--- config.mk ---
export PLATFORM = sky130hd
export DESIGN_NAME = fit_strategy_segment_allocator
export DESIGN_NICKNAME = d
export VERILOG_FILES = /design/src/hdl/fsa_pkg.sv /design/src/hdl/fit_strategy_segment_allocator.sv
export SDC_FILE = /design/constraint.sdc
export NUM_CORES = 2
export LEC_CHECK = 0
export BUFFER_PORTS_ARGS = -buffer_cell sky130_fd_sc_hd__buf_2
export CORE_MARGIN = 5
export CORE_UTILIZATION = 30
export DETAILED_ROUTE_END_ITERATION = 16
export HOLD_SLACK_MARGIN = 0.1
export PLACE_DENSITY = 0.41
export SETUP_SLACK_MARGIN = 0.3
export SLEW_MARGIN = 20
export SYNTH_ARGS = -nofsm -noshare
export SYNTH_HDL_FRONTEND = slang
export SYNTH_SLANG_ARGS = --single-unit
--- constraint.sdc ---
create_clock -name clk -period 10.15 [get_ports clk]
set_input_delay 2.03 -clock clk [delete_from_list [all_inputs] [get_ports clk]]
set_output_delay 2.03 -clock clk [all_outputs]
set_load 0.03 [all_outputs]
--- src/hdl/fsa_pkg.sv ---
// Shared types and constants of the segment allocator.
`timescale 1ns / 1ps
`default_nettype none
package fsa_pkg;

	localparam int OFF_W  = 16;
	localparam int HOLE_W = 7;
	localparam logic [OFF_W-1:0] RESET_POOL = 16'hFFFF;

	// request kinds
	localparam logic [1:0] FN_ALLOC  = 2'd0;
	localparam logic [1:0] FN_FREE   = 2'd1;
	localparam logic [1:0] FN_REINIT = 2'd2;

	// fit strategies
	localparam logic [1:0] FIT_FIRST = 2'd0;
	localparam logic [1:0] FIT_BEST  = 2'd1;
	localparam logic [1:0] FIT_WORST = 2'd2;
	localparam logic [1:0] FIT_NEXT  = 2'd3;

	// result status codes
	localparam logic [2:0] ST_OK      = 3'd0;
	localparam logic [2:0] ST_NO_FIT  = 3'd1;
	localparam logic [2:0] ST_FULL    = 3'd2;
	localparam logic [2:0] ST_UNKNOWN = 3'd3;
	localparam logic [2:0] ST_ZERO    = 3'd4;

	// register indexes
	localparam logic REG_FIT  = 1'b0;
	localparam logic REG_POOL = 1'b1;

	typedef struct packed {
		logic [OFF_W-1:0] start;
		logic [OFF_W-1:0] size;
		logic             used;
	} seg_t;

	localparam seg_t RESET_SEG = '{start: '0, size: RESET_POOL, used: 1'b0};

	typedef enum logic [2:0] {
		S_IDLE,
		S_SCAN,
		S_DECIDE,
		S_SHIFT,
		S_FIX1,
		S_FIX2,
		S_STATS,
		S_OUT
	} state_t;

endpackage
`default_nettype wire

--- src/hdl/fit_strategy_segment_allocator.sv ---
// Segment allocator: address-ordered segment table in one memory, walked by a sequencer.
//
// channel  direction  handshake                     payload
// s_*      in         s_tvalid / s_tready           s_tuser func, s_tdata size and offset
// m_*      out        m_tvalid / m_tready           m_tdata status and pool statistics
// apb      in         psel & penable & pwrite       fit strategy at 0x0, pool size at 0x4
//
// An allocate or free scans the table, shifts entries when a split or merge moves them,
// writes the fix-up entries and then walks the table again for the statistics.
// Allocate of zero and unused codes do only the statistics walk; reinit rewrites entry 0 first.
// Reset is asynchronous; entry 0 reads as one free full-size segment until first written.
// A stalled result holds in the output register while the next request is taken.
`timescale 1ns / 1ps
`default_nettype none
module fit_strategy_segment_allocator #(
	parameter int MAX_SEGMENTS = 64
) (
	input  wire                    clk,
	input  wire                    arst_n,
	// request channel
	input  wire                    s_tvalid,
	output logic                   s_tready,
	input  wire  [31:0]            s_tdata,   // request_size[15:0], release_offset[31:16]
	input  wire  [1:0]             s_tuser,   // func[1:0]
	// result channel
	output logic                   m_tvalid,
	input  wire                    m_tready,
	output logic [79:0]            m_tdata,   // status[2:0], granted_offset[18:3],
	                                          // free_bytes[34:19], largest_free[50:35],
	                                          // hole_count[57:51], allocated_bytes[73:58], zero
	// configuration
	input  wire                    psel,
	input  wire                    penable,
	input  wire                    pwrite,
	input  wire  [2:0]             paddr,
	input  wire  [31:0]            pwdata,
	output logic [31:0]            prdata,
	output logic                   pready
);
	import fsa_pkg::*;

	localparam int IW = (MAX_SEGMENTS > 1) ? $clog2(MAX_SEGMENTS) : 1;
	localparam int CW = $clog2(MAX_SEGMENTS + 1);
	localparam logic [CW-1:0] MAX_CNT = CW'(MAX_SEGMENTS);

	state_t state_q, state_n;

	// configuration registers
	logic [1:0]       fit_q;
	logic [OFF_W-1:0] pool_q;
	logic             cfg_wr;

	// latched request
	logic [1:0]       func_q;
	logic [OFF_W-1:0] req_q, off_q;

	// table bookkeeping
	logic [CW-1:0] count_q;
	logic [IW-1:0] cursor_q;
	logic          e0_valid_q;

	// table memory and its read pipeline
	seg_t          mem [MAX_SEGMENTS];
	seg_t          rraw_s1, rd_s1;
	logic          rvalid_s1, rzero_s1;
	logic [IW-1:0] ridx_s1;
	logic          ren, we;
	logic [IW-1:0] raddr, waddr;
	seg_t          wdata;

	// walk counter
	logic [CW-1:0] k_q;
	logic [CW-1:0] scan_start;
	logic [CW:0]   scan_sum;
	logic          walk_done;

	// search results
	logic          found_q, next_got_q;
	logic [IW-1:0] fidx_q;
	seg_t          fent_q, last_q, prev_q, next_q;

	// shift engine
	logic [IW-1:0] sh_rd_q;
	logic [CW-1:0] sh_left_q;
	logic          sh_up_q;
	logic [1:0]    sh_dk_q;

	// fix-up writes
	logic [IW-1:0] w1_addr_q, w2_addr_q;
	seg_t          w1_q, w2_q;
	logic          w2_en_q;

	// decision
	logic [2:0]    d_status;
	logic [OFF_W-1:0] d_granted;
	logic          d_fix, d_w2_en, d_up;
	logic [1:0]    d_dk;
	logic [CW-1:0] d_left, d_count;
	logic [IW-1:0] d_rd, d_cursor, d_w1_addr, d_w2_addr;
	seg_t          d_w1, d_w2;
	logic          alloc_ok, pf, nf;
	logic [CW-1:0] bx;

	// result registers
	logic [2:0]       status_q;
	logic [OFF_W-1:0] granted_q;
	logic [OFF_W-1:0] sfree_q, sused_q, slarge_q;
	logic [CW-1:0]    sholes_q;

	logic accept;

	assign accept = s_tvalid && s_tready;
	assign cfg_wr = psel && penable && pwrite && pready;
	assign pready = 1'b1;

	// configuration read-back
	always_comb begin
		if (paddr[2] == REG_POOL) begin
			prdata = {{(32 - OFF_W){1'b0}}, pool_q};
		end else begin
			prdata = {30'b0, fit_q};
		end
	end

	// configuration registers
	always_ff @(posedge clk or negedge arst_n) begin
		if (!arst_n) begin
			fit_q  <= FIT_FIRST;
			pool_q <= RESET_POOL;
		end else if (cfg_wr) begin
			if (paddr[2] == REG_FIT) begin
				fit_q <= pwdata[1:0];
			end else begin
				pool_q <= pwdata[OFF_W-1:0];
			end
		end
	end

	// walk addressing: next fit walks circularly from the cursor
	always_comb begin
		if (func_q == FN_ALLOC && fit_q == FIT_NEXT) begin
			scan_start = CW'(cursor_q);
		end else begin
			scan_start = '0;
		end
		scan_sum = {1'b0, scan_start} + {1'b0, k_q};
		if (scan_sum >= {1'b0, count_q}) begin
			scan_sum = scan_sum - {1'b0, count_q};
		end
		walk_done = (k_q == count_q) && !rvalid_s1;
	end

	// memory port control
	always_comb begin
		ren   = 1'b0;
		raddr = '0;
		we    = 1'b0;
		waddr = '0;
		wdata = rd_s1;
		case (state_q)
			S_SCAN: begin
				ren   = k_q < count_q;
				raddr = IW'(scan_sum);
			end
			S_STATS: begin
				ren   = k_q < count_q;
				raddr = IW'(k_q);
			end
			S_SHIFT: begin
				ren   = sh_left_q != '0;
				raddr = sh_rd_q;
				we    = rvalid_s1;
				waddr = sh_up_q ? ridx_s1 + IW'(1) : ridx_s1 - IW'(sh_dk_q);
			end
			S_FIX1: begin
				we    = 1'b1;
				waddr = w1_addr_q;
				wdata = w1_q;
			end
			S_FIX2: begin
				we    = w2_en_q;
				waddr = w2_addr_q;
				wdata = w2_q;
			end
			default: begin
				ren = 1'b0;
			end
		endcase
	end

	// table memory
	always_ff @(posedge clk) begin
		if (we) begin
			mem[waddr] <= wdata;
		end
		if (ren) begin
			rraw_s1 <= mem[raddr];
		end
	end

	always_ff @(posedge clk or negedge arst_n) begin
		if (!arst_n) begin
			rvalid_s1  <= 1'b0;
			rzero_s1   <= 1'b0;
			ridx_s1    <= '0;
			e0_valid_q <= 1'b0;
		end else begin
			rvalid_s1 <= ren;
			if (ren) begin
				ridx_s1  <= raddr;
				rzero_s1 <= (raddr == '0) && !e0_valid_q;
			end
			if (we && waddr == '0) begin
				e0_valid_q <= 1'b1;
			end
		end
	end

	// entry 0 reads as the reset segment until first written
	assign rd_s1 = rzero_s1 ? RESET_SEG : rraw_s1;

	// decide the outcome of the request
	always_comb begin
		bx        = CW'(fidx_q);
		alloc_ok  = found_q && (fit_q != FIT_WORST || fent_q.size >= req_q);
		pf        = (fidx_q != '0) && !prev_q.used;
		nf        = (bx + CW'(1) < count_q) && next_got_q && !next_q.used;
		d_status  = ST_OK;
		d_granted = '0;
		d_fix     = 1'b0;
		d_w2_en   = 1'b0;
		d_up      = 1'b0;
		d_dk      = 2'd1;
		d_left    = '0;
		d_rd      = '0;
		d_count   = count_q;
		d_cursor  = cursor_q;
		d_w1_addr = fidx_q;
		d_w2_addr = fidx_q;
		d_w1      = fent_q;
		d_w2      = fent_q;
		case (func_q)
			FN_ALLOC: begin
				if (req_q == '0) begin
					d_status = ST_ZERO;
				end else if (!alloc_ok) begin
					d_status = ST_NO_FIT;
				end else if (fent_q.size > req_q) begin
					if (count_q >= MAX_CNT) begin
						d_status = ST_FULL;
					end else begin
						// open a slot after the chosen entry, then split
						d_granted = fent_q.start;
						d_fix     = 1'b1;
						d_up      = 1'b1;
						d_left    = count_q - CW'(1) - bx;
						d_rd      = IW'(count_q - CW'(1));
						d_w1_addr = fidx_q + IW'(1);
						d_w1      = '{start: fent_q.start + req_q,
						              size: fent_q.size - req_q, used: 1'b0};
						d_w2_en   = 1'b1;
						d_w2      = '{start: fent_q.start, size: req_q, used: 1'b1};
						d_count   = count_q + CW'(1);
						d_cursor  = fidx_q + IW'(1);
					end
				end else begin
					d_granted = fent_q.start;
					d_fix     = 1'b1;
					d_w1      = '{start: fent_q.start, size: fent_q.size, used: 1'b1};
					d_cursor  = (bx + CW'(1) < count_q) ? fidx_q + IW'(1) : '0;
				end
			end
			FN_FREE: begin
				if (!found_q) begin
					d_status = ST_UNKNOWN;
				end else begin
					d_fix = 1'b1;
					if (pf && nf) begin
						d_w1_addr = fidx_q - IW'(1);
						d_w1      = '{start: prev_q.start,
						              size: prev_q.size + fent_q.size + next_q.size,
						              used: 1'b0};
						d_dk      = 2'd2;
						d_rd      = fidx_q + IW'(2);
						d_left    = count_q - bx - CW'(2);
						d_count   = count_q - CW'(2);
						d_cursor  = cursor_q;
						if (d_cursor >= fidx_q) begin
							d_cursor = d_cursor - IW'(1);
						end
						if (d_cursor >= fidx_q) begin
							d_cursor = d_cursor - IW'(1);
						end
					end else if (pf) begin
						d_w1_addr = fidx_q - IW'(1);
						d_w1      = '{start: prev_q.start, size: prev_q.size + fent_q.size,
						              used: 1'b0};
						d_rd      = fidx_q + IW'(1);
						d_left    = count_q - bx - CW'(1);
						d_count   = count_q - CW'(1);
						if (cursor_q >= fidx_q) begin
							d_cursor = cursor_q - IW'(1);
						end
					end else if (nf) begin
						d_w1      = '{start: fent_q.start, size: fent_q.size + next_q.size,
						              used: 1'b0};
						d_rd      = fidx_q + IW'(2);
						d_left    = count_q - bx - CW'(2);
						d_count   = count_q - CW'(1);
						if (cursor_q > fidx_q) begin
							d_cursor = cursor_q - IW'(1);
						end
					end else begin
						d_w1 = '{start: fent_q.start, size: fent_q.size, used: 1'b0};
					end
				end
			end
			FN_REINIT: begin
				d_fix     = 1'b1;
				d_w1_addr = '0;
				d_w1      = '{start: '0, size: pool_q, used: 1'b0};
				d_count   = CW'(1);
				d_cursor  = '0;
			end
			default: begin
				d_status = ST_OK;
			end
		endcase
	end

	// next state
	always_comb begin
		state_n = state_q;
		case (state_q)
			S_IDLE: begin
				if (accept) begin
					if ((s_tuser == FN_ALLOC && s_tdata[OFF_W-1:0] != '0) ||
					    s_tuser == FN_FREE) begin
						state_n = S_SCAN;
					end else begin
						state_n = S_DECIDE;
					end
				end
			end
			S_SCAN: begin
				if (walk_done) begin
					state_n = S_DECIDE;
				end
			end
			S_DECIDE: begin
				if (d_left != '0) begin
					state_n = S_SHIFT;
				end else if (d_fix) begin
					state_n = S_FIX1;
				end else begin
					state_n = S_STATS;
				end
			end
			S_SHIFT: begin
				if (sh_left_q == '0 && !rvalid_s1) begin
					state_n = S_FIX1;
				end
			end
			S_FIX1: begin
				state_n = w2_en_q ? S_FIX2 : S_STATS;
			end
			S_FIX2: begin
				state_n = S_STATS;
			end
			S_STATS: begin
				if (walk_done) begin
					state_n = S_OUT;
				end
			end
			S_OUT: begin
				if (!m_tvalid || m_tready) begin
					state_n = S_IDLE;
				end
			end
			default: begin
				state_n = S_IDLE;
			end
		endcase
	end

	// handshake outputs
	always_comb begin
		s_tready = (state_q == S_IDLE);
	end

	// sequencer datapath
	always_ff @(posedge clk or negedge arst_n) begin
		if (!arst_n) begin
			state_q    <= S_IDLE;
			count_q    <= CW'(1);
			cursor_q   <= '0;
			k_q        <= '0;
			found_q    <= 1'b0;
			next_got_q <= 1'b0;
			sh_left_q  <= '0;
			w2_en_q    <= 1'b0;
			m_tvalid   <= 1'b0;
		end else begin
			state_q <= state_n;

			// advance the walk counter
			if (ren && (state_q == S_SCAN || state_q == S_STATS)) begin
				k_q <= k_q + CW'(1);
			end else if (state_q != S_SCAN && state_q != S_STATS) begin
				k_q <= '0;
			end

			// raise valid on a new result, drop it once taken
			if (state_q == S_OUT && (!m_tvalid || m_tready)) begin
				m_tvalid <= 1'b1;
			end else if (m_tvalid && m_tready) begin
				m_tvalid <= 1'b0;
			end

			case (state_q)
				S_IDLE: begin
					if (accept) begin
						func_q     <= s_tuser;
						req_q      <= s_tdata[OFF_W-1:0];
						off_q      <= s_tdata[2*OFF_W-1:OFF_W];
						found_q    <= 1'b0;
						next_got_q <= 1'b0;
						last_q     <= RESET_SEG;
						prev_q     <= RESET_SEG;
						next_q     <= RESET_SEG;
						fent_q     <= RESET_SEG;
						fidx_q     <= '0;
						// next fit restarts from the first entry if the cursor is stale
						if (s_tuser == FN_ALLOC && s_tdata[OFF_W-1:0] != '0 &&
						    fit_q == FIT_NEXT && CW'(cursor_q) >= count_q) begin
							cursor_q <= '0;
						end
					end
				end
				S_SCAN: begin
					if (rvalid_s1) begin
						last_q <= rd_s1;
						if (func_q == FN_ALLOC) begin
							if (fit_q == FIT_BEST) begin
								if (!rd_s1.used && rd_s1.size >= req_q &&
								    (!found_q || rd_s1.size < fent_q.size)) begin
									found_q <= 1'b1;
									fidx_q  <= ridx_s1;
									fent_q  <= rd_s1;
								end
							end else if (fit_q == FIT_WORST) begin
								if (!rd_s1.used && (!found_q || rd_s1.size > fent_q.size)) begin
									found_q <= 1'b1;
									fidx_q  <= ridx_s1;
									fent_q  <= rd_s1;
								end
							end else begin
								if (!rd_s1.used && rd_s1.size >= req_q && !found_q) begin
									found_q <= 1'b1;
									fidx_q  <= ridx_s1;
									fent_q  <= rd_s1;
								end
							end
						end else begin
							// free: find the used segment, keep both neighbors
							if (!found_q && rd_s1.used && rd_s1.start == off_q) begin
								found_q <= 1'b1;
								fidx_q  <= ridx_s1;
								fent_q  <= rd_s1;
								prev_q  <= last_q;
							end
							if (found_q && !next_got_q && ridx_s1 == fidx_q + IW'(1)) begin
								next_q     <= rd_s1;
								next_got_q <= 1'b1;
							end
						end
					end
				end
				S_DECIDE: begin
					status_q  <= d_status;
					granted_q <= d_granted;
					count_q   <= d_count;
					cursor_q  <= d_cursor;
					sh_left_q <= d_left;
					sh_rd_q   <= d_rd;
					sh_up_q   <= d_up;
					sh_dk_q   <= d_dk;
					w1_addr_q <= d_w1_addr;
					w2_addr_q <= d_w2_addr;
					w1_q      <= d_w1;
					w2_q      <= d_w2;
					w2_en_q   <= d_w2_en;
					sfree_q   <= '0;
					sused_q   <= '0;
					slarge_q  <= '0;
					sholes_q  <= '0;
				end
				S_SHIFT: begin
					if (ren) begin
						sh_left_q <= sh_left_q - CW'(1);
						sh_rd_q   <= sh_up_q ? sh_rd_q - IW'(1) : sh_rd_q + IW'(1);
					end
				end
				S_STATS: begin
					if (rvalid_s1) begin
						if (rd_s1.used) begin
							sused_q <= sused_q + rd_s1.size;
						end else begin
							sfree_q  <= sfree_q + rd_s1.size;
							sholes_q <= sholes_q + CW'(1);
							if (rd_s1.size > slarge_q) begin
								slarge_q <= rd_s1.size;
							end
						end
					end
				end
				S_OUT: begin
					// load the result once the output register is free
					if (!m_tvalid || m_tready) begin
						m_tdata <= {6'b0, sused_q, HOLE_W'(sholes_q), slarge_q, sfree_q,
						            granted_q, status_q};
					end
				end
				default: begin
					w2_en_q <= w2_en_q;
				end
			endcase
		end
	end

`ifndef SYNTH
	a_count_range: assert property (@(posedge clk) disable iff (!arst_n)
		count_q != '0 && count_q <= MAX_CNT)
		else $error("segment count out of range");

	a_cursor_idle: assert property (@(posedge clk) disable iff (!arst_n)
		state_q == S_IDLE |-> CW'(cursor_q) < count_q)
		else $error("cursor beyond table");

	a_accept_busy: assert property (@(posedge clk) disable iff (!arst_n)
		accept |=> state_q != S_IDLE)
		else $error("request accepted without starting work");

	a_result_src: assert property (@(posedge clk) disable iff (!arst_n)
		$rose(m_tvalid) |-> $past(state_q == S_OUT))
		else $error("result loaded outside output stage");
`endif

endmodule
`default_nettype wire

==> impl_metrics.tcl <==
set metrics [dict create \
    r2r_cells 21 \
    preCtsSetupSlack_ns 2.57 \
    reg2reg_from "fit_q[1]$_DFFE_PN0P_" \
    syn_to_final_growth_pct 15.0 \
    reg2reg_slack_ns 2.43 \
    arrival_ns 8.34 \
    synth_top_area_share_pct 67.0 \
    synth_cell_types 103 \
    drc 0 \
    synthesis.area_sq_um 114000 \
    syn_avg_cell_area_sq_um 12.7 \
    finalCriticalPeriod_ns 7.72 \
    post-cts-setup-buffers 0 \
    path_max_fanout 19 \
    crit_type "reg -> reg" \
    clkLatencyLatePin_ns 0.92 \
    io_pins 191 \
    top_usage_layer "met2" \
    ctsHoldBuffers 0 \
    wl_per_cell_microns 28.7 \
    fin_setup_tns_ns 0 \
    finalHoldViolCount 0 \
    grt_util_all_layers_pct 20.5 \
    worstHoldStart "status_q[1]$_DFFE_PP_" \
    clock_skew_ns 0.0738 \
    ys_top_cells_by_count "edfxtp_1, nand2_1, nand3_1" \
    ys.flop_type "edfxtp_1" \
    grt_pass1_wl_mm 574 \
    ir_drop_v 0.000299 \
    clock_sink_count 2597 \
    holdPathEnd "m_tdata[1]$_DFFE_PP_" \
    use_met2_pct 33.6 \
    ctsResizeCount 0 \
    vias 74700 \
    tightest_slew_ns 1.33 \
    start_util_pct 30.1 \
    die_x_microns 626 \
    cts_tree "yes" \
    hpwlAfterDp_mm 249 \
    fillCellCount 37000 \
    relSlewSlack_pct 11.4 \
    grtUsageMet1_pct 28.7 \
    hp-class "reg -> reg" \
    outcome "completed" \
    synth-edff-count 2536 \
    finalWorstSetupSlack_ns 2.43 \
    die_h_microns 626 \
    dieArea_sq_um 391000 \
    cellPowerDensity_nw_per_um2 300 \
    drt_pass1_iterations 5 \
    cts_buffers 297 \
    nNetsFinal 9503 \
    fmax_mhz 130 \
    ys_seq_area_share_pct 68.4 \
    rsz0062_at_grt "false" \
    htreeDepth 5 \
    overflow 0 \
    clockBufferDepth 4 \
    final_antenna_net_count 0 \
    drv_slew 0 \
    rows 226 \
    core_sq_um 378000 \
    layout_worst_path_cycle_share_pct 76.1 \
    synth_warnings 0 \
    syn_inst 8917 \
    synth.largest_area_cell "edfxtp_1" \
    grt_max_degree 128 \
    worstSetupStartpointType "register" \
    leakage_nw 45.3 \
    async_reset_ff_share_pct 2.35 \
    finalSetupViolations 0 \
    worstSetupEndpointType "register" \
    required_ns 10.77 \
    holdWs_ns 0.423 \
    dr.first_iter.drc_count 6794 \
    synthTopCellsByArea "edfxtp_1, nand2_1, nand3_1" \
    wl_mm 413 \
    ys_seq_elements 2597 \
    drt-vias-per-instance 5.18 \
    grtUsageMet3_pct 2.85 \
    clkTransAtPathRegs_ns 0.06 \
    antenna_found_initial 22 \
    place_congestion 0.862 \
    io_buffers 149 \
    hold_depth 0 \
    root_buffer "clkbuf_16" \
    worstReg2RegEnd "rraw_s1[26]$_DFFE_PP_" \
    drv_cap 0 \
    drive_gt1_share_pct 11.8 \
    yosysMostFrequentCell "edfxtp_1" \
    grt_pass1_vias 71800 \
]
[cells in the final DEF, fill, tap and decap left out, types with 37 or more instances in the layout]
cell type and instances:
clkbuf_16 304, clkinv_1 71, buf_4 271, edfxtp_1 2536, clkbuf_1 76, inv_1 167
o22ai_1 62, nor3_1 64, dfrtp_1 42, o21ai_0 169, nand2_1 1883, nor2_4 71
mux2_2 67, mux2i_1 279, nand3_1 948, buf_2 148, clkinv_2 37, and2_1 78
nor2_1 244, nand4_1 71, o21a_1 38, a211oi_1 58, a21o_1 80, nor2b_1 53
ha_1 246, xnor2_1 116, a22oi_1 49, a31oi_1 66, a21oi_1 352, and3_1 69
xor2_1 55
[kinds of logic (layout without fill, tap and decap cells)]
group	count (synthesis)	after routing	share of synthesized area (%)
compound gates	1202	1202	6.92
flops	2597	2597	68.4
fa+ha+maj	260	260	2.95
simple gates	3655	3655	14.3
xor+xnor	171	171	1.32
other cells	2	32	0.00661
buf+inv	680	1141	2.91
mux	350	350	3.20
[power breakdown]
part | total (mW) | internal, mW | switching, mW
clock | 10.3 | 5.82 | 4.44
combinational | 13.5 | 3.29 | 10.2
sequential | 15.5 | 15.0 | 0.515
[worst max-delay path by stage]
stage	cells after the start	to	startpoint
global route	22	rraw_s1[26]$_DFFE_PP_	func_q[1]$_DFFE_PP_
detailed placement	21	rraw_s1[26]$_DFFE_PP_	fit_q[1]$_DFFE_PN0P_
CTS	21	rraw_s1[26]$_DFFE_PP_	fit_q[1]$_DFFE_PN0P_
global placement	22	rraw_s1[18]$_DFFE_PP_	func_q[0]$_DFFE_PP_
finish	21	rraw_s1[26]$_DFFE_PP_	fit_q[1]$_DFFE_PN0P_
floorplan	3	m_tdata[0]$_DFFE_PP_	m_tready
[routing by layer]
layer | routed length, microns | vias up
met5 | 0 | -
li1 | - | 33500
met3 | 23400 | 466
met4 | 9850 | 0
met1 | 186000 | 38500
met2 | 194000 | 2258
[cell type report]
cell class	count	area (sq um)	area share, %
Antenna cell	9	22.5	0.0172
Clock buffer	384	7950	6.08
Clock inverter	147	1120	0.854
Inverter	171	642	0.491
Multi-Input combinational cell	5661	33800	25.9
Sequential cell	2597	77700	59.5
Tap cell	5016	6280	4.80
Timing Repair Buffer	439	3160	2.42
[state kept, by name, summed over array words and instances, names as in the netlist, 16 cells and up]
| signal | cells |
|---|---|
| fent_q | 33 |
| granted_q | 16 |
| last_q | 33 |
| m_tdata | 74 |
| mem | 2112 |
| next_q | 17 |
| off_q | 16 |
| pool_q | 16 |
| prev_q | 33 |
| req_q | 16 |
| rraw_s1 | 33 |
| sfree_q | 16 |
| slarge_q | 16 |
| sused_q | 16 |
| w1_q | 33 |
| w2_q | 33 |
[critical path, stage by stage (launching register included)]
cell	delay, ns
dfrtp_1	0.44
ha_1	0.49
and3_1	0.30
ha_1	0.28
a211oi_2	0.20
nor2_1	0.14
o21a_1	0.19
nor2_1	0.12
xnor2_1	0.16
ha_1	0.30
a21oi_1	0.20
nand2_1	0.09
o211a_2	0.30
nor3_4	0.40
a311o_2	0.89
nand2_1	0.69
buf_4	0.41
nor2_8	0.59
nand3_1	0.12
o21ai_0	0.31
nor3_1	0.27
a21oi_1	0.42
[through the flow]
step | total power [mW] | instance area (sq um) | cells | util (%)
after floorplan | 23.0 | 114000 | 8938 | -
after global placement | 29.0 | 122000 | 13900 | 32.2
after detailed placement | 29.3 | 122000 | 13900 | 32.2
after CTS | 39.6 | 131000 | 14400 | 34.6
after global routing | 40.9 | 131000 | 14400 | 34.6
final | 39.3 | 131000 | 14400 | 34.6
Power figures use the tool's default switching activity.
